**src/hw/rtl/lbps_pkg.sv**
```systemverilog
// Shared types, constants and scoring functions for the light bar pair scorer.
`timescale 1ns / 1ps

package lbps_pkg;

    localparam int MAX_BARS_DEF = 32;

    // Configuration register indexes.
    localparam logic [1:0] REG_MIN_ASPECT = 2'd0;
    localparam logic [1:0] REG_MAX_ASPECT = 2'd1;
    localparam logic [1:0] REG_MAX_HDIFF  = 2'd2;

    // One stored light bar.
    typedef struct packed {
        logic [15:0]        width;
        logic [15:0]        height;
        logic signed [12:0] angle;
        logic [15:0]        row;
        logic [7:0]         source;
    } bar_t;

    // Area score from two registered 32-bit products.
    function automatic logic [4:0] area_points(input logic [31:0] a, input logic [31:0] b);
        logic [31:0] lo;
        logic [31:0] hi;
        logic [34:0] lo3;
        logic [34:0] hi2;
        begin
            lo  = (a < b) ? a : b;
            hi  = (a < b) ? b : a;
            lo3 = {3'd0, lo} + {2'd0, lo, 1'b0};
            hi2 = {2'd0, hi, 1'b0};
            if (a == b)
                area_points = 5'd10;
            else if (lo3 > hi2)
                area_points = 5'd8;
            else if ({lo, 1'b0} > {1'b0, hi})
                area_points = 5'd6;
            else if (lo3 > {3'd0, hi})
                area_points = 5'd4;
            else if ({lo, 2'b00} > {2'd0, hi})
                area_points = 5'd2;
            else
                area_points = 5'd0;
        end
    endfunction

    // Angle score from two Q8.4 angles.
    function automatic logic [4:0] angle_points(input logic signed [12:0] a,
                                                input logic signed [12:0] b);
        logic signed [13:0] d;
        logic [13:0]        m;
        begin
            d = 14'(a) - 14'(b);
            m = d[13] ? 14'(-d) : 14'(d);
            if (m < 14'd80)
                angle_points = 5'd10;
            else if (m < 14'd160)
                angle_points = 5'd6;
            else if (m < 14'd480)
                angle_points = 5'd4;
            else if (m < 14'd1440)
                angle_points = 5'd2;
            else
                angle_points = 5'd0;
        end
    endfunction

    // Level score from the row offset and the height sum.
    function automatic logic [4:0] level_points(input logic [15:0] dy, input logic [16:0] s);
        logic [20:0] d20;
        logic [20:0] d10;
        logic [20:0] d5;
        logic [20:0] d4;
        begin
            d4  = {3'd0, dy, 2'b00};
            d5  = d4 + {5'd0, dy};
            d10 = {d5[19:0], 1'b0};
            d20 = {d5[18:0], 2'b00};
            if (dy == 16'd0)
                level_points = 5'd10;
            else if (d20 < {4'd0, s})
                level_points = 5'd8;
            else if (d10 < {4'd0, s})
                level_points = 5'd6;
            else if (d5 < {4'd0, s})
                level_points = 5'd4;
            else if (d4 < {4'd0, s})
                level_points = 5'd1;
            else
                level_points = 5'd0;
        end
    endfunction

endpackage

```
**src/hw/rtl/lbps_scorer.sv**
```systemverilog
// Two-stage pair scoring pipeline with running best tracking.
`timescale 1ns / 1ps

module lbps_scorer (
    input  logic             clk,
    input  logic             rst_n,
    input  logic             start,
    input  logic             pair_valid,
    input  lbps_pkg::bar_t   bar_a,
    input  lbps_pkg::bar_t   bar_b,
    input  logic [15:0]      max_height_diff,
    output logic             found,
    output logic [7:0]       best_first,
    output logic [7:0]       best_second,
    output logic [4:0]       best_total
);

    // Stage 1 registers.
    logic               s1_valid_reg;
    logic [31:0]        s1_area_a_reg;
    logic [31:0]        s1_area_b_reg;
    logic signed [12:0] s1_ang_a_reg;
    logic signed [12:0] s1_ang_b_reg;
    logic [15:0]        s1_dy_reg;
    logic [16:0]        s1_hsum_reg;
    logic [7:0]         s1_src_a_reg;
    logic [7:0]         s1_src_b_reg;

    logic               found_reg;
    logic [7:0]         first_reg;
    logic [7:0]         second_reg;
    logic [4:0]         total_reg;

    logic [4:0]         ap;
    logic [4:0]         lp;
    logic [4:0]         gp;
    logic [4:0]         tot;
    logic               pass;

    // Stage 1: the two area products, the row offset and the height sum.
    always_ff @(posedge clk)
    begin
        s1_area_a_reg <= bar_a.width * bar_a.height;
        s1_area_b_reg <= bar_b.width * bar_b.height;
        s1_ang_a_reg  <= bar_a.angle;
        s1_ang_b_reg  <= bar_b.angle;
        s1_dy_reg     <= (bar_a.row > bar_b.row) ? bar_a.row - bar_b.row
                                                 : bar_b.row - bar_a.row;
        s1_hsum_reg   <= {1'b0, bar_a.height} + {1'b0, bar_b.height};
        s1_src_a_reg  <= bar_a.source;
        s1_src_b_reg  <= bar_b.source;
    end

    always_ff @(posedge clk or negedge rst_n)
    begin
        if (!rst_n)
            s1_valid_reg <= 1'b0;
        else
            s1_valid_reg <= pair_valid && !start;
    end

    // Stage 2: scores, pass test and the strict-greater best update.
    always_comb
    begin
        ap   = lbps_pkg::area_points(s1_area_a_reg, s1_area_b_reg);
        lp   = lbps_pkg::level_points(s1_dy_reg, s1_hsum_reg);
        gp   = lbps_pkg::angle_points(s1_ang_a_reg, s1_ang_b_reg);
        tot  = ap + gp + lp;
        pass = (ap != 5'd0) && (lp != 5'd0) && (s1_dy_reg < max_height_diff);
    end

    always_ff @(posedge clk or negedge rst_n)
    begin
        if (!rst_n)
        begin
            found_reg  <= 1'b0;
            first_reg  <= 8'd0;
            second_reg <= 8'd0;
            total_reg  <= 5'd0;
        end
        else if (start)
        begin
            found_reg  <= 1'b0;
            first_reg  <= 8'd0;
            second_reg <= 8'd0;
            total_reg  <= 5'd0;
        end
        else if (s1_valid_reg && pass && (tot > total_reg))
        begin
            found_reg  <= 1'b1;
            first_reg  <= s1_src_a_reg;
            second_reg <= s1_src_b_reg;
            total_reg  <= tot;
        end
    end

    assign found       = found_reg;
    assign best_first  = first_reg;
    assign best_second = second_reg;
    assign best_total  = total_reg;

endmodule

```
**config.mk**
```make
export PLATFORM = sky130hd
export DESIGN_NAME = lbps_scorer
export DESIGN_NICKNAME = d
export VERILOG_FILES = /design/src/hw/rtl/lbps_pkg.sv /design/src/hw/rtl/lbps_scorer.sv
export SDC_FILE = /design/constraint.sdc
export NUM_CORES = 2
export LEC_CHECK = 0
export ABC_CLOCK_PERIOD_IN_PS = 8600
export BUFFER_PORTS_ARGS = -buffer_cell sky130_fd_sc_hd__buf_4
export CORE_ASPECT_RATIO = 2
export CORE_MARGIN = 3
export CORE_UTILIZATION = 58
export CTS_CLUSTER_SIZE = 12
export DETAILED_ROUTE_END_ITERATION = 16
export GPL_ROUTABILITY_DRIVEN = 0
export PLACE_DENSITY_LB_ADDON = 0.15
export SLEW_MARGIN = 20
export SYNTH_ARGS = -nofsm -noshare
export SYNTH_HDL_FRONTEND = slang
export SYNTH_SLANG_ARGS = --single-unit
```
**constraint.sdc**
```tcl
create_clock -name clk -period 8.6 [get_ports clk]
set_input_delay 1.72 -clock clk [delete_from_list [all_inputs] [get_ports clk]]
set_output_delay 1.72 -clock clk [all_outputs]
set_load 0.01 [all_outputs]
```
# Word-level counts from Yosys, hierarchy flattened
# Cells that the tools add are included.
# totals
elab_cells	77
output_inout_bits	22
reg_bits	162
in_bits	158
# classes
magnitude_cmp	16
mux	26
n_reduce_logical	10
add_sub_neg	9
n_eq_ne	1
mul	2
# op_table
cell	n
$gt 34x32->1	2
$mul 16x16->32	2
$mux 32	2
$add 32x33->34	1
$gt 34x33->1	1
$gt 33x32->1	1
$eq 32x32->1	1
$lt 32x32->1	1
$mux 8	4
$sub 16x16->16	2
$lt 21x17->1	1
$lt 20x17->1	1
$add 18x16->19	1
$lt 19x17->1	1
$lt 18x17->1	1
$mux 3	6
$add 16x16->17	1
$gt 16x16->1	1
$logic_not 16->1	1
$lt 16x16->1	1
$mux 16	1
$mux 4	4
$mux 5	3
$lt 14x11->1 const B	1
other kinds (14)	23

# Longest topological paths before layout
# logic_depth
word_depth	15
ltp_mapped	49
depth_no_buf	45

# Worst setup path after synthesis
# Ideal clock, no wire load.
# synth_path
path_kind	register to register
startpoint	reg s1_area_b_reg[14]
endpoint	reg total_reg[1] (netlist: best_total[1])
slack_ns	-0.768
t_arrival_ns	9.242
period_less_slack_ns	9.368
path_stages_with_launch	44
n_path_buf	3
required_ns	8.475
setup_time_ns	0.125
path_cell_list	dfxtp_1 -> inv_1 -> ha_1 -> a21oi_1 -> nand2_1 -> a221o_1 -> o31a_1 -> nor2_1 -> clkbuf_1 -> buf_1 -> o21ai_0 -> ha_1 -> a211oi_1 -> o21ai_1 -> a41o_1 -> nor3_1 -> o31a_1 -> o21bai_1 -> (+8 left out) -> a21o_1 -> o31a_1 -> nand4_1 -> o221a_2 -> fa_1 -> inv_1 -> ha_1 -> inv_1 -> fa_1 -> xor2_1 -> ha_1 -> nand4_1 -> nor2_1 -> a211oi_1 -> a211oi_1 -> o311a_1 -> buf_6 -> mux2_4
# synth_between
elab_chain_len	14
word_cells_on_any_way	25
classes_between	add/sub (3); order compare (6); eq/ne (1); mux (9); reduce/logical (6)
# synth_lines
item	line	source
start, declared	lbps_scorer.sv:21	logic [31:0] s1_area_b_reg;
start signal, assigned	lbps_scorer.sv:44	s1_area_b_reg <= bar_b.width * bar_b.height;
$lt 32x32->1	lbps_pkg.sv:29, lbps_pkg.sv:30	
$mux 32, on equally long branches	lbps_pkg.sv:29, lbps_pkg.sv:30	
$add 32x33->34 / $gt 34x32->1 (equally long branches)	lbps_pkg.sv:31, lbps_pkg.sv:41	
$gt 34x32->1 / $mux 2 (equally long branches)	lbps_pkg.sv:39, lbps_pkg.sv:41	
$mux 3	lbps_pkg.sv:39	else if (lo3 > {3'd0, hi})
$mux 3	lbps_pkg.sv:37	else if ({lo, 1'b0} > {1'b0, hi})
$mux 4	lbps_pkg.sv:35	else if (lo3 > hi2)
$mux 5 *	lbps_pkg.sv:33	if (a == b)
parallel branches: the longest is 6 deep, another holds $add 5x5->5	n/a	
end signal, assigned	lbps_scorer.sv:93	total_reg <= tot;
end, declared	lbps_scorer.sv:32	logic [4:0] total_reg;
# Every way passes the cells marked *. The select of a mux whose other input is x is not followed.
# A chain may end at the register's enable or synchronous reset.

# Worst setup path after layout
# layout_path
startpoint	reg s1_area_b_reg[7]
endpoint	reg total_reg[3] (netlist: best_total[3])
# Same word-level chain as after synthesis.

==> impl_metrics.json <==
{
  "violations": "negative setup slack",
  "synth_cell_types": 91,
  "place_inst": 4701,
  "start_util_pct": 58.76,
  "path_delay_family": "compound AO/OA/AOI/OAI gates",
  "critPathSlowestCell": "fa_1",
  "setup-violations-final": 22,
  "wire_per_inst_um": 19.48,
  "drt_iter0_drc": 1318,
  "numCtsBuffers": 17,
  "max_cap_viol_count": 0,
  "holdPathEnd": "best_second[1]$_DFFE_PN0P_",
  "yosysWarnings": 0,
  "min_from": "s1_src_b_reg[1]$_DFF_P_",
  "cp_max_fo": 7,
  "syn_inst": 3695,
  "grt_pass1_wl_mm": 147.8,
  "fillCellCount": 4522,
  "slew_headroom_pct": 35.71,
  "rows": 121,
  "reg2reg_to": "best_total[3]$_DFFE_PN0P_",
  "fin_cells": 4791,
  "core_um2": 54500,
  "layout_commonest_cell": "inv_1",
  "crit_required_ns": 8.93,
  "r2r_start": "s1_area_b_reg[7]$_DFF_P_",
  "synth_top_family_by_area": "adder cells",
  "fp.dieW_um": 172.2,
  "worst_pin_slew_ns": 0.9555,
  "criticalPathCategory": "flop to flop",
  "hold_ws_ns": 0.4502,
  "synth-xor-area-share_pct": 3.352,
  "port_buffers": 179,
  "rrSetupSlack_ns": -0.55,
  "die_h_um": 338.3,
  "cpPeakStageDelay_ns": 0.56,
  "clock_skew_ns": 0.01199,
  "start_kind": "flop",
  "fin_crit_sh_pct": 106.4,
  "mostFrequentLayoutCells": "inv_1 (593), ha_1 (516), buf_4 (459)",
  "synthFlopType": "dfxtp_1",
  "grt_max_degree": 45,
  "area_delta_synth_final_pct": 18.05,
  "routed_via_density": 5.889,
  "synth_area_um2": 32020,
  "hold_class": "flop to flop",
  "whs_path_depth": 2,
  "endpoint_kind": "flop",
  "muxShareOfSynthArea_pct": 2.071,
  "ios": 180,
  "grt_overflow": 0,
  "final-hold-violation-count": 0,
  "path_buf_inv": 8,
  "final_layout_size_suffix_gt1_share_pct": 16.56,
  "max_clock_freq_mhz": 109.2,
  "synthAdderAreaFrac_pct": 46.45,
  "syn_nets": 4803,
  "synth_seq_area_share_pct": 10.49,
  "htreeDepth": 4,
  "min_period_ns": 9.154,
  "async_flop_share_pct": 14.20,
  "drtPass1Iterations": 5,
  "layout_setup_ws_ns": -0.5536,
  "synth-simple-area-share_pct": 16.51,
  "syn_avg_cell_area_um2": 8.667,
  "root_buffer": "clkbuf_16",
  "cts_tree": "yes",
  "cts_sinks": 162,
  "outcome": "finished with violations",
  "ys_ff_latch": 162,
  "synth-compound-area-share_pct": 12.81,
  "grt_pass1_vias": 30010,
  "drv_slew": 0,
  "finalWirelength_mm": 93.33,
  "reg2reg_depth": 44,
  "hpwl_mm": 74.83,
  "clk_pin_slew_ns": 0.07,
  "ant_nets": 0,
  "clkLatencyLatePin_ns": 0.45,
  "finalSetupTns_ns": -11.36,
  "grt_setup_unrepaired": "true",
  "globalRouteTotalUtil_pct": 32.17,
  "die_area_um2": 58240,
  "antenna_found_initial": 2,
  "nets": 5207,
  "post-route-drc-count": 0,
  "vias": 28210,
  "clock_path_buffers": 2,
  "synth_edf_count": 0,
  "fin_util_pct": 69.36,
  "arrival_ns": 9.48
}
## how the worst max path moves through the flow
| stage | start | endpoint | slack [ns] | depth (start not counted) |
|---|---|---|---|---|
| 2_1_floorplan | s1_area_b_reg[14]$_DFF_P_ | best_total[1]$_DFFE_PN0P_ | 0.01 | 44 |
| 3_5_place_dp | s1_area_b_reg[7]$_DFF_P_ | best_second[2]$_DFFE_PN0P_ | -1.28 | 43 |
| 4_1_cts | s1_area_b_reg[29]$_DFF_P_ | best_second[0]$_DFFE_PN0P_ | -0.27 | 48 |
| 5_1_grt | s1_area_b_reg[7]$_DFF_P_ | best_second[2]$_DFFE_PN0P_ | -0.89 | 46 |
| 6_report | s1_area_b_reg[7]$_DFF_P_ | best_total[3]$_DFFE_PN0P_ | -0.55 | 44 |
| 3_3_place_gp | s1_area_b_reg[7]$_DFF_P_ | best_first[0]$_DFFE_PN0P_ | -1.02 | 43 |
## layer usage
layer	part of all wire [%]	track usage [%]	vias to the layer above
li1	-	-	13060
met4	9.8	25.42	0
met2	53	59.71	906
met1	33	31.09	13830
met5	0	0	-
met3	4.1	3.750	421
## worst reg2reg max path: cells and delay by family (launching register included)
| family | cells | cell delay, ns |
|---|---|---|
| xor gates and xnor gates | 1 | 0.14 |
| adders and majority gates | 7 | 2.32 |
| AOI/OAI and AO/OA | 18 | 3.59 |
| and+or+nand+nor | 9 | 1.41 |
| buffers and inverters | 8 | 0.93 |
| DFF | 1 | 0.33 |
| muxes | 1 | 0.31 |
## through the flow
stage / area [µm²] / worst slack [ns]
2_1_floorplan: 32060 / 0.01437
3_3_place_gp: 35710 / -1.024
3_5_place_dp: 35710 / -1.278
4_1_cts: 37460 / -0.2697
5_1_grt: 37800 / -0.8921
6_report: 37800 / -0.5536
## area by class of cell
class	instances	area [µm²]	share of cell area [%]
Multi-Input combinational cell	2834	26910	71.18
Timing Repair Buffer	480	3812	10.08
Sequential cell	162	3387	8.959
Inverter	604	2267	5.997
Tap cell	676	845.8	2.237
Clock buffer	18	429.2	1.135
Clock inverter	14	146.4	0.3872
Antenna cell	3	7.507	0.01986
## synthesized netlist by cell type, types with 8 or more instances
master	n	share of area, %
a2111oi_0	10	0.27
a211o_1	9	0.25
a211oi_1	26	0.61
a21boi_0	8	0.19
a21o_1	96	2.3
a21oi_1	160	2.5
a31oi_1	19	0.37
and2_1	191	3.7
and3_1	13	0.25
and4_1	11	0.30
clkbuf_1	87	1.0
dfrtp_1	23	1.8
dfxtp_1	139	8.7
fa_1	398	25
ha_1	552	22
inv_1	604	7.1
mux2i_1	61	1.9
nand2_1	447	5.2
nand2b_1	57	1.1
nand3_1	46	0.72
nand4_1	52	1.0
nor2_1	112	1.3
nor2b_1	39	0.76
nor3_1	48	0.75
nor4_1	11	0.21
o211ai_1	18	0.42
o21a_1	30	0.70
o21ai_0	132	2.1
o21ai_1	8	0.13
o21bai_1	14	0.33
o31a_1	10	0.27
o31ai_1	8	0.19
or2_2	10	0.20
or3_1	9	0.18
xnor2_1	83	2.3
xor2_1	37	1.0
## cells by family after synthesis
family | after synthesis
xor gates and xnor gates | 121
muxes | 65
buffers and inverters | 699
adders and majority gates | 950
DFF | 162
and+or+nand+nor | 1074
AOI/OAI and AO/OA | 624
## timing repair
item | in CTS | in global routing
buffers inserted | 39 | 14
hold buffers | 0 | 0
gates cloned | 5 | 1
resized for setup | 157 | 42
pin swaps | 59 | 66
setup endpoints to repair | 22 | 22
Power is left out: the tool's default activity adds up to more than one toggle a clock period on the data nets, which glitch-free logic cannot reach.
