==> src/hw/rtl/lbps_pkg.sv <==
// Shared types, constants and scoring functions for the light bar pair scorer.
`timescale 1ns / 1ps

package lbps_pkg;

    localparam int MAX_BARS_DEF = 32;

    // Configuration register indexes.
    localparam logic [1:0] REG_MIN_ASPECT = 2'd0;
    localparam logic [1:0] REG_MAX_ASPECT = 2'd1;
    localparam logic [1:0] REG_MAX_HDIFF  = 2'd2;

    // One stored light bar.
    typedef struct packed {
        logic [15:0]        width;
        logic [15:0]        height;
        logic signed [12:0] angle;
        logic [15:0]        row;
        logic [7:0]         source;
    } bar_t;

    // Area score from two registered 32-bit products.
    function automatic logic [4:0] area_points(input logic [31:0] a, input logic [31:0] b);
        logic [31:0] lo;
        logic [31:0] hi;
        logic [34:0] lo3;
        logic [34:0] hi2;
        begin
            lo  = (a < b) ? a : b;
            hi  = (a < b) ? b : a;
            lo3 = {3'd0, lo} + {2'd0, lo, 1'b0};
            hi2 = {2'd0, hi, 1'b0};
            if (a == b)
                area_points = 5'd10;
            else if (lo3 > hi2)
                area_points = 5'd8;
            else if ({lo, 1'b0} > {1'b0, hi})
                area_points = 5'd6;
            else if (lo3 > {3'd0, hi})
                area_points = 5'd4;
            else if ({lo, 2'b00} > {2'd0, hi})
                area_points = 5'd2;
            else
                area_points = 5'd0;
        end
    endfunction

    // Angle score from two Q8.4 angles.
    function automatic logic [4:0] angle_points(input logic signed [12:0] a,
                                                input logic signed [12:0] b);
        logic signed [13:0] d;
        logic [13:0]        m;
        begin
            d = 14'(a) - 14'(b);
            m = d[13] ? 14'(-d) : 14'(d);
            if (m < 14'd80)
                angle_points = 5'd10;
            else if (m < 14'd160)
                angle_points = 5'd6;
            else if (m < 14'd480)
                angle_points = 5'd4;
            else if (m < 14'd1440)
                angle_points = 5'd2;
            else
                angle_points = 5'd0;
        end
    endfunction

    // Level score from the row offset and the height sum.
    function automatic logic [4:0] level_points(input logic [15:0] dy, input logic [16:0] s);
        logic [20:0] d20;
        logic [20:0] d10;
        logic [20:0] d5;
        logic [20:0] d4;
        begin
            d4  = {3'd0, dy, 2'b00};
            d5  = d4 + {5'd0, dy};
            d10 = {d5[19:0], 1'b0};
            d20 = {d5[18:0], 2'b00};
            if (dy == 16'd0)
                level_points = 5'd10;
            else if (d20 < {4'd0, s})
                level_points = 5'd8;
            else if (d10 < {4'd0, s})
                level_points = 5'd6;
            else if (d5 < {4'd0, s})
                level_points = 5'd4;
            else if (d4 < {4'd0, s})
                level_points = 5'd1;
            else
                level_points = 5'd0;
        end
    endfunction

endpackage

==> src/hw/rtl/lbps_cell.sv <==
// One storage cell of the bar chain: holds a bar and shifts it to its neighbor.
`timescale 1ns / 1ps

module lbps_cell (
    input  logic             clk,
    input  logic             rst_n,
    input  logic             load,
    input  logic             shift,
    input  logic             clear,
    input  lbps_pkg::bar_t   load_bar,
    input  lbps_pkg::bar_t   prev_bar,
    input  logic             prev_valid,
    output lbps_pkg::bar_t   bar,
    output logic             valid
);

    lbps_pkg::bar_t bar_reg;
    logic           valid_reg;

    // Payload: loaded on a write, otherwise taken from the neighbor when rotating.
    always_ff @(posedge clk)
    begin
        if (load)
            bar_reg <= load_bar;
        else if (shift)
            bar_reg <= prev_bar;
    end

    // Occupancy flag.
    always_ff @(posedge clk or negedge rst_n)
    begin
        if (!rst_n)
            valid_reg <= 1'b0;
        else if (clear)
            valid_reg <= 1'b0;
        else if (load)
            valid_reg <= 1'b1;
        else if (shift)
            valid_reg <= prev_valid;
    end

    assign bar   = bar_reg;
    assign valid = valid_reg;

endmodule

==> config.mk <==
export PLATFORM = sky130hd
export DESIGN_NAME = lbps_cell
export DESIGN_NICKNAME = d
export VERILOG_FILES = /design/src/hw/rtl/lbps_pkg.sv /design/src/hw/rtl/lbps_cell.sv
export SDC_FILE = /design/constraint.sdc
export NUM_CORES = 1
export LEC_CHECK = 0
export BUFFER_PORTS_ARGS = -buffer_cell sky130_fd_sc_hd__clkbuf_2
export CAP_MARGIN = 10
export CELL_PAD_IN_SITES_DETAIL_PLACEMENT = 1
export CELL_PAD_IN_SITES_GLOBAL_PLACEMENT = 2
export CORE_MARGIN = 10
export CORE_UTILIZATION = 25
export DETAILED_ROUTE_END_ITERATION = 6
export PLACE_DENSITY_LB_ADDON = 0.15
export SKIP_CTS_REPAIR_TIMING = 1
export SYNTH_ARGS = -nofsm -noshare
export SYNTH_HDL_FRONTEND = slang
export SYNTH_SLANG_ARGS = --single-unit
==> constraint.sdc <==
create_clock -name clk -period 1.6 [get_ports clk]
set_clock_uncertainty 0.1 [all_clocks]
set_input_delay 0.32 -clock clk [delete_from_list [all_inputs] [get_ports clk]]
set_output_delay 0.32 -clock clk [all_outputs]
set_load 0.01 [all_outputs]
After elaboration in Yosys (flattened, before gate mapping)
Index checks and enable logic that the tools add are counted.
{ "totals": {"ff_bits": 70, "input_bits": 144, "output_inout_bits": 70, "wordCells": 13} }
{ "op_classes": {"mux": 5, "reduce_logical": 2} }
{ "op_table": {"columns": ["op", "count"], "rows": [
  ["$mux 69", 2],
  ["$mux 1", 3],
  ["$reduce_bool 3->1", 1],
  ["$reduce_bool 2->1", 1]
]} }

Logic depth before layout (Yosys ltp)
Gate-level depths: netlist of run 1.
{ "depth": {"depth_word": 3, "ltp_mapped": 4, "ltp_nobuf": 2} }

Least setup slack after synthesis of run 1
OpenSTA, ideal clock, no wires.
{ "synth_timing": {"kind": "input -> register", "start": "input port load", "end": "register bar_reg (netlist bit bar[0]) (enable)", "setup_ns": 0.397, "arrival_ns": 1.539, "required_ns": 1.103, "setup_slack_ns": -0.436, "cell_stages": 3, "path_buffers": 2, "path_cell_list": "buf_6 -> buf_12 -> or2_2"} }
{ "synth_via": {"elab_chain_cells": 1} }
{ "synth_lines": {"columns": ["item", "line", "source"], "rows": [
  ["start: declaration", "lbps_cell.sv:7", "input logic load,"],
  ["$reduce_bool 2->1 (no line)", null, null],
  ["end signal: assignment", "lbps_cell.sv:24", "bar_reg <= load_bar;"],
  ["end signal: assignment", "lbps_cell.sv:26", "bar_reg <= prev_bar;"],
  ["end: declaration", "lbps_cell.sv:17", "lbps_pkg::bar_t bar_reg;"]
]} }
No other way between the ends.
A chain may end at the register's enable or synchronous reset.

Worst setup path after layout of run 1
{ "layout_timing": {"start": "register valid_reg (netlist: valid)", "end": "output port valid"} }
{ "layout_rtl": {"columns": ["item", "line", "source"], "rows": [
  ["start: declaration", "lbps_cell.sv:18", "logic valid_reg;"],
  ["start signal: assignment", "lbps_cell.sv:39", "valid_reg <= prev_valid;"],
  ["end: declaration", "lbps_cell.sv:14", "output logic valid"]
]} }
No word-level cell between the ends.

==> results of run 1 <==
[layout make-up]
type                    instances  share of cell area [%]
multi-input cells              72                    22.0
well taps                     172                    4.48
inverters                       1                  0.0782
clock buffers                  12                    4.92
repair buffers                221                    24.6
flip-flops and latches         70                    43.7
clock inverters                 3                   0.261
[kinds of logic after synthesis]
group / after synthesis / share of synthesized area (%)
muxes: 70 / 31.5
and+or+nand+nor: 1 / 0.189
AOI/OAI and AO/OA: 1 / 0.151
buffers and inverters: 9 / 4.69
DFF: 70 / 63.4
[cells in the mapped netlist, drive strengths merged]
cell type / count
inv: 1
or2: 1
mux2i: 1
buf: 8
mux2: 69
a21oi: 1
edfxtp: 69
dfrtp: 1
[worst min-delay path by stage]
stage                from  endpoint  cells past startpoint
floorplan           rst_n     valid                      0
global placement    rst_n     valid                      1
detailed placement  rst_n     valid                      1
CTS                 rst_n     valid                      1
global route        clear     valid                      2
finish              clear     valid                      2
[placed cells by master, fill, tap and decap left out]
cell type,netlist,layout
clkbuf_2,0,212
edfxtp_1,69,69
mux2_4,68,68
clkbuf_16,0,9
buf_4,0,4
buf_12,7,4
clkbuf_1,0,3
clkinv_1,0,2
or2_4,0,1
inv_1,1,1
mux2i_1,1,1
a21oi_1,1,1
mux2_2,1,1
clkinv_2,0,1
dlygate4sd3_1,0,1
dfrtp_1,1,1
[stage by stage]
step / std cells / util, % / instance area (um2) / hold WS [ps] / power, W
detailed placement: 535 / 35.6 / 4540 / -2.31 / 0.00322
global route: 551 / 37.6 / 4800 / 32.2 / 0.00515
CTS: 550 / 37.5 / 4790 / -367 / 0.00500
floorplan: 151 / - / 3320 / -75.6 / 0.00279
global placement: 535 / 35.6 / 4540 / -3.19 / 0.00321
finish: 551 / 37.6 / 4800 / 31.0 / 0.00489
[metal layers]
layer / share of wire, % / vias to the layer above
li1: - / 1039
met1: 37 / 1012
met2: 47 / 134
met3: 14 / 12
met4: 1.8 / 0
met5: 0 / -
[power groups by stage]
stage               clock network, W  logic (W)  registers, W
floorplan                          0   0.000334       0.00245
global placement                   0   0.000873       0.00233
detailed placement                 0   0.000879       0.00234
CTS                          0.00181   0.000882       0.00231
global route                 0.00189   0.000934       0.00232
finish                       0.00173   0.000856       0.00230
==> qor.yml, run 1 <==
critical_path:
  critPathSlowestCell: "dfrtp_1"
  r2r_slack_ps: 790
  worstPathArrival_ps: 860
  reg2reg_to: "valid"
  r2r_start: "valid"
  path_cells: "clkbuf_2"
  end_kind: "output port"
  crit_type: "register to output port"
  endpoint: "valid"
  crit_required_ps: 1180
  worstPathBufferInverterCount: 1
  startpoint: "valid"
  crit_cells: 1
  cp-start-kind: "register"
  r2r_cells: 2
  path_delay_family: "flip-flops"
  crit_path_max_incr_delay_ps: 390
  critPathMaxFanout: 2
global_routing:
  grt_busiest_layer: "met2"
  globalRoute.totalOverflow: 0
  use_met3_pct: 7.16
  gr-usage-met1_pct: 11.2
  grt_pass1_wl_um: 15200
  grt_max_degree: 50
  antenna_found_initial: 0
  use_met2_pct: 17.4
  grt_pass1_vias: 2595
  gr-usage-all-layers_pct: 11.0
power_and_ir_drop:
  p_sw_w: 0.00114
  p_per_area_nw_per_um2: 1020
  leakage_nw: 2.36
  seq_power_share_pct: 47.1
  vdd_drop_max_uv: 425
  switching_share_pct: 23.3
  intPower_w: 0.00375
  pwr-share-clk_pct: 35.4
  pwr-share-comb_pct: 17.5
clock_tree:
  insertion_delay_ps: 330
  cts.htree.levels: 3
  cts_tree: "done"
  cts.path.max_buffers: 2
  cts_num_sinks: 70
  ctsRootBufferMaster: "clkbuf_16"
  path_clk_slew_ps: 50
  cts_buffers: 9
floorplan:
  die_h_um: 135
  io_pins: 214
  fp.coreArea_um2: 12800
  core.rowCount: 41
  start_util_pct: 25.9
  fp.dieW_um: 135
  die_area_um2: 18200
placement:
  gp_congestion: 0.741
  dpl.hpwl_um: 8460
  dp_worst_setup_slack_ps: 162
  io_buffers: 213
layout:
  seqCellArea_um2: 2100
  nets: 519
  n_antenna_cell: 0
  largest_register_ffs: 69
  syn2layout_area_growth_pct: 45.3
  nFillCells: 1376
  drive_gt1_share_pct: 79.2
  multiInputGateArea_um2: 1060
logic_synthesis:
  syn_inst: 151
  synth_cell_types: 10
  synth.avg_cell_area_um2: 21.9
  yosysTopAreaCell: "edfxtp_1"
  yosys_register_bits: 70
  mappedNetlistArea_um2: 3310
  ys_seq_area_share_pct: 63.4
  synth_top_area_share_pct: 62.7
  syn_nets: 295
  ys_top_cells_by_area: "edfxtp_1 63%, mux2_4 31%, buf_12 4.2%, dfrtp_1 0.76%, buf_6 0.34%"
  synth_warnings: 0
timing:
  tns_ps: 0
  finalCritPeriodShare_pct: 80.0
  worst_pin_slew_ps: 300
  setup_violations: 0
  finalHoldViolations: 0
  fmax_mhz: 781
  period_needed_ps: 1280
  setup_ws_ps: 319
  rsz0062_at_grt: "false"
  maxSlewHeadroom_pct: 80.0
  maxSlewViolCount: 0
routing:
  wl_per_cell_um: 18.6
  drc_errors: 0
  ant_nets: 0
  wirelength_um: 10300
  viasPerCell: 3.99
  dr.pass1.iters: 3
  drt-initial-drc-count: 59
  vias: 2197
hold_path:
  hp-class: "input pin to register"
run_status:
  status: "finished clean"
run:
  max-cap-violations: 0
No activity file was read; power rests on OpenSTA's default activity.
==> inputs of run 2 (changes only) <==
clock period = 1.2 ns   (was 1.6 ns; I/O delays follow)
==> run 2 against run 1 <==
Against the previous run: sequential power increased by 33%; first-iteration DRC count decreased by 17%; final cell count increased by 0.73%; cell area increased by 1.3%; total power increased by 33%; critical endpoint is now bar[3]; largest cell class unchanged.
==> qor.yml, run 2 (synthesis gave the netlist of run 1 again) <==
run_status:
  status: "finished clean"
timing:
  finalCritPeriodShare_pct: 99.4
  maxSlewHeadroom_pct: 87.4  # +7.4 points
  fmax_mhz: 838
  setup_violations: 0  # unchanged
  maxSlewViolCount: 0  # unchanged
  worst_pin_slew_ps: 189  # -111 ps
  period_needed_ps: 1190
  rsz0062_at_grt: "true"
  setup_ws_ps: 7.13  # -312 ps
  tns_ps: 0  # unchanged
  finalHoldViolations: 0  # unchanged
critical_path:
  reg2reg_to: "valid"
  r2r_slack_ps: 240  # -550 ps
  path_delay_family: "flip-flops"
  crit_required_ps: 860  # -320 ps
  worstPathBufferInverterCount: 1  # unchanged
  crit_type: "register to output port"
  path_cells: "clkbuf_2"
  end_kind: "output port"
  critPathMaxFanout: 1  # -1
  r2r_cells: 3  # +1
  startpoint: "bar[3]"
  r2r_start: "valid"
  crit_cells: 1  # unchanged
  crit_path_max_incr_delay_ps: 380  # about the same
  cp-start-kind: "register"
  critPathSlowestCell: "edfxtp_1"
  worstPathArrival_ps: 850  # about the same
  endpoint: "bar[3]"
global_routing:
  antenna_found_initial: 0  # unchanged
  gr-usage-met1_pct: 11.8  # +0.60 points
  globalRoute.totalOverflow: 0  # unchanged
  use_met3_pct: 6.16  # -1.0 points
  grt_busiest_layer: "met2"
  grt_pass1_vias: 2544  # -2.0%
  grt_max_degree: 29  # -42%
  gr-usage-all-layers_pct: 11.0  # +0.012 points
  grt_pass1_wl_um: 15200  # +0.55%
  use_met2_pct: 17.9  # +0.46 points
clock_tree:
  cts.htree.levels: 3  # unchanged
  cts.path.max_buffers: 2  # unchanged
  cts_num_sinks: 70  # unchanged
  cts_tree: "done"
  cts_buffers: 9  # unchanged
  insertion_delay_ps: 320  # about the same
  path_clk_slew_ps: 60  # about the same
  ctsRootBufferMaster: "clkbuf_16"
layout:
  syn2layout_area_growth_pct: 47.1
  drive_gt1_share_pct: 79.4  # +0.22 points
  post-route-cell-area_um2: 4860  # +1.3%
  layout_commonest_cell: "clkbuf_2"
  n_antenna_cell: 0  # unchanged
  mostFrequentLayoutCells: "207 x clkbuf_2, 69 x edfxtp_1, 68 x mux2_4, 9 x clkbuf_16"
  largest_register_ffs: 69  # unchanged
  fin_util_pct: 38.1  # +0.48 points
  nets: 524  # +0.96%
  nFillCells: 1399  # +1.7%
floorplan:
  io_pins: 214  # unchanged
  die_h_um: 135  # unchanged
  fp.coreArea_um2: 12800  # unchanged
  start_util_pct: 25.9  # unchanged
  die_area_um2: 18200  # unchanged
  core.rowCount: 41  # unchanged
  fp.dieW_um: 135  # unchanged
placement:
  io_buffers: 213  # unchanged
  placed_area_um2: 4590  # +1.0%
  dp_worst_setup_slack_ps: -180  # -342 ps
  gp_congestion: 0.750  # +1.3%
  dpl.hpwl_um: 8780  # +3.9%
routing:
  vias: 2228  # +1.4%
  viasPerCell: 4.01  # +0.68%
  drc_errors: 0  # unchanged
  drt-initial-drc-count: 49  # -17%
  wirelength_um: 10500  # +2.1%
  ant_nets: 0  # unchanged
  dr.pass1.iters: 4  # +1
  wl_per_cell_um: 18.9  # +1.3%
hold_path:
  min_from: "prev_bar[58]"
  min_delay_path_depth: 2  # unchanged
  hp-class: "input pin to register"
power_and_ir_drop:
  leakage_nw: 2.39  # +1.4%
  vdd_drop_max_uv: 532  # +25%
  p_per_area_nw_per_um2: 1340  # +32%
  power_w: 0.00652  # +33%
run:
  max-cap-violations: 0  # unchanged
[run 2: cell count changes in the layout (fill, tap and decap cells not counted)]
cell and delta:
clkbuf_2 -5, buf_4 +2, dlygate4sd3_1 +1, clkinv_1 +1
buf_2 +5, buf_12 +2, clkbuf_1 -2
[run 2: cell type report]
type / count / area, um2 / share of cell area [%]
clock inverter: 4 / 16.3 / 0.334
sequential: 70 / 2100 / 43.1
inverter: 1 / 3.75 / 0.0772
clock buffer: 10 / 229 / 4.71
timing repair buffer: 226 / 1250 / 25.6
tap: 172 / 215 / 4.43
multi-input combinational: 72 / 1060 / 21.7
[run 2: metrics by stage]
stage / cells / hold slack (ps)
after floorplan: 151 / -156
after global placement: 538 / -84.1
after detailed placement: 538 / -80.2
after CTS: 552 / -430
after global routing: 555 / 99.8
final: 555 / 111
[run 2: worst min path at each step]
stage                   end  slack [ps]
floorplan             valid        -160
global placement      valid         -80
detailed placement    valid         -80
CTS                   valid        -430
global route        bar[40]         100
finish              bar[58]         110
[run 2: per-layer routing]
layer	wire length [um]	share of wire, %	up-vias
met4	144	1.4	0
met5	0	0	-
met2	5020	48	137
met3	1340	13	12
li1	-	-	1048
met1	3970	38	1031
[run 2: report_power, final]
part           switching [W]  internal [W]
clock network       0.000930       0.00135
logic               0.000515      0.000657
registers          0.0000711       0.00300
total                0.00152       0.00501
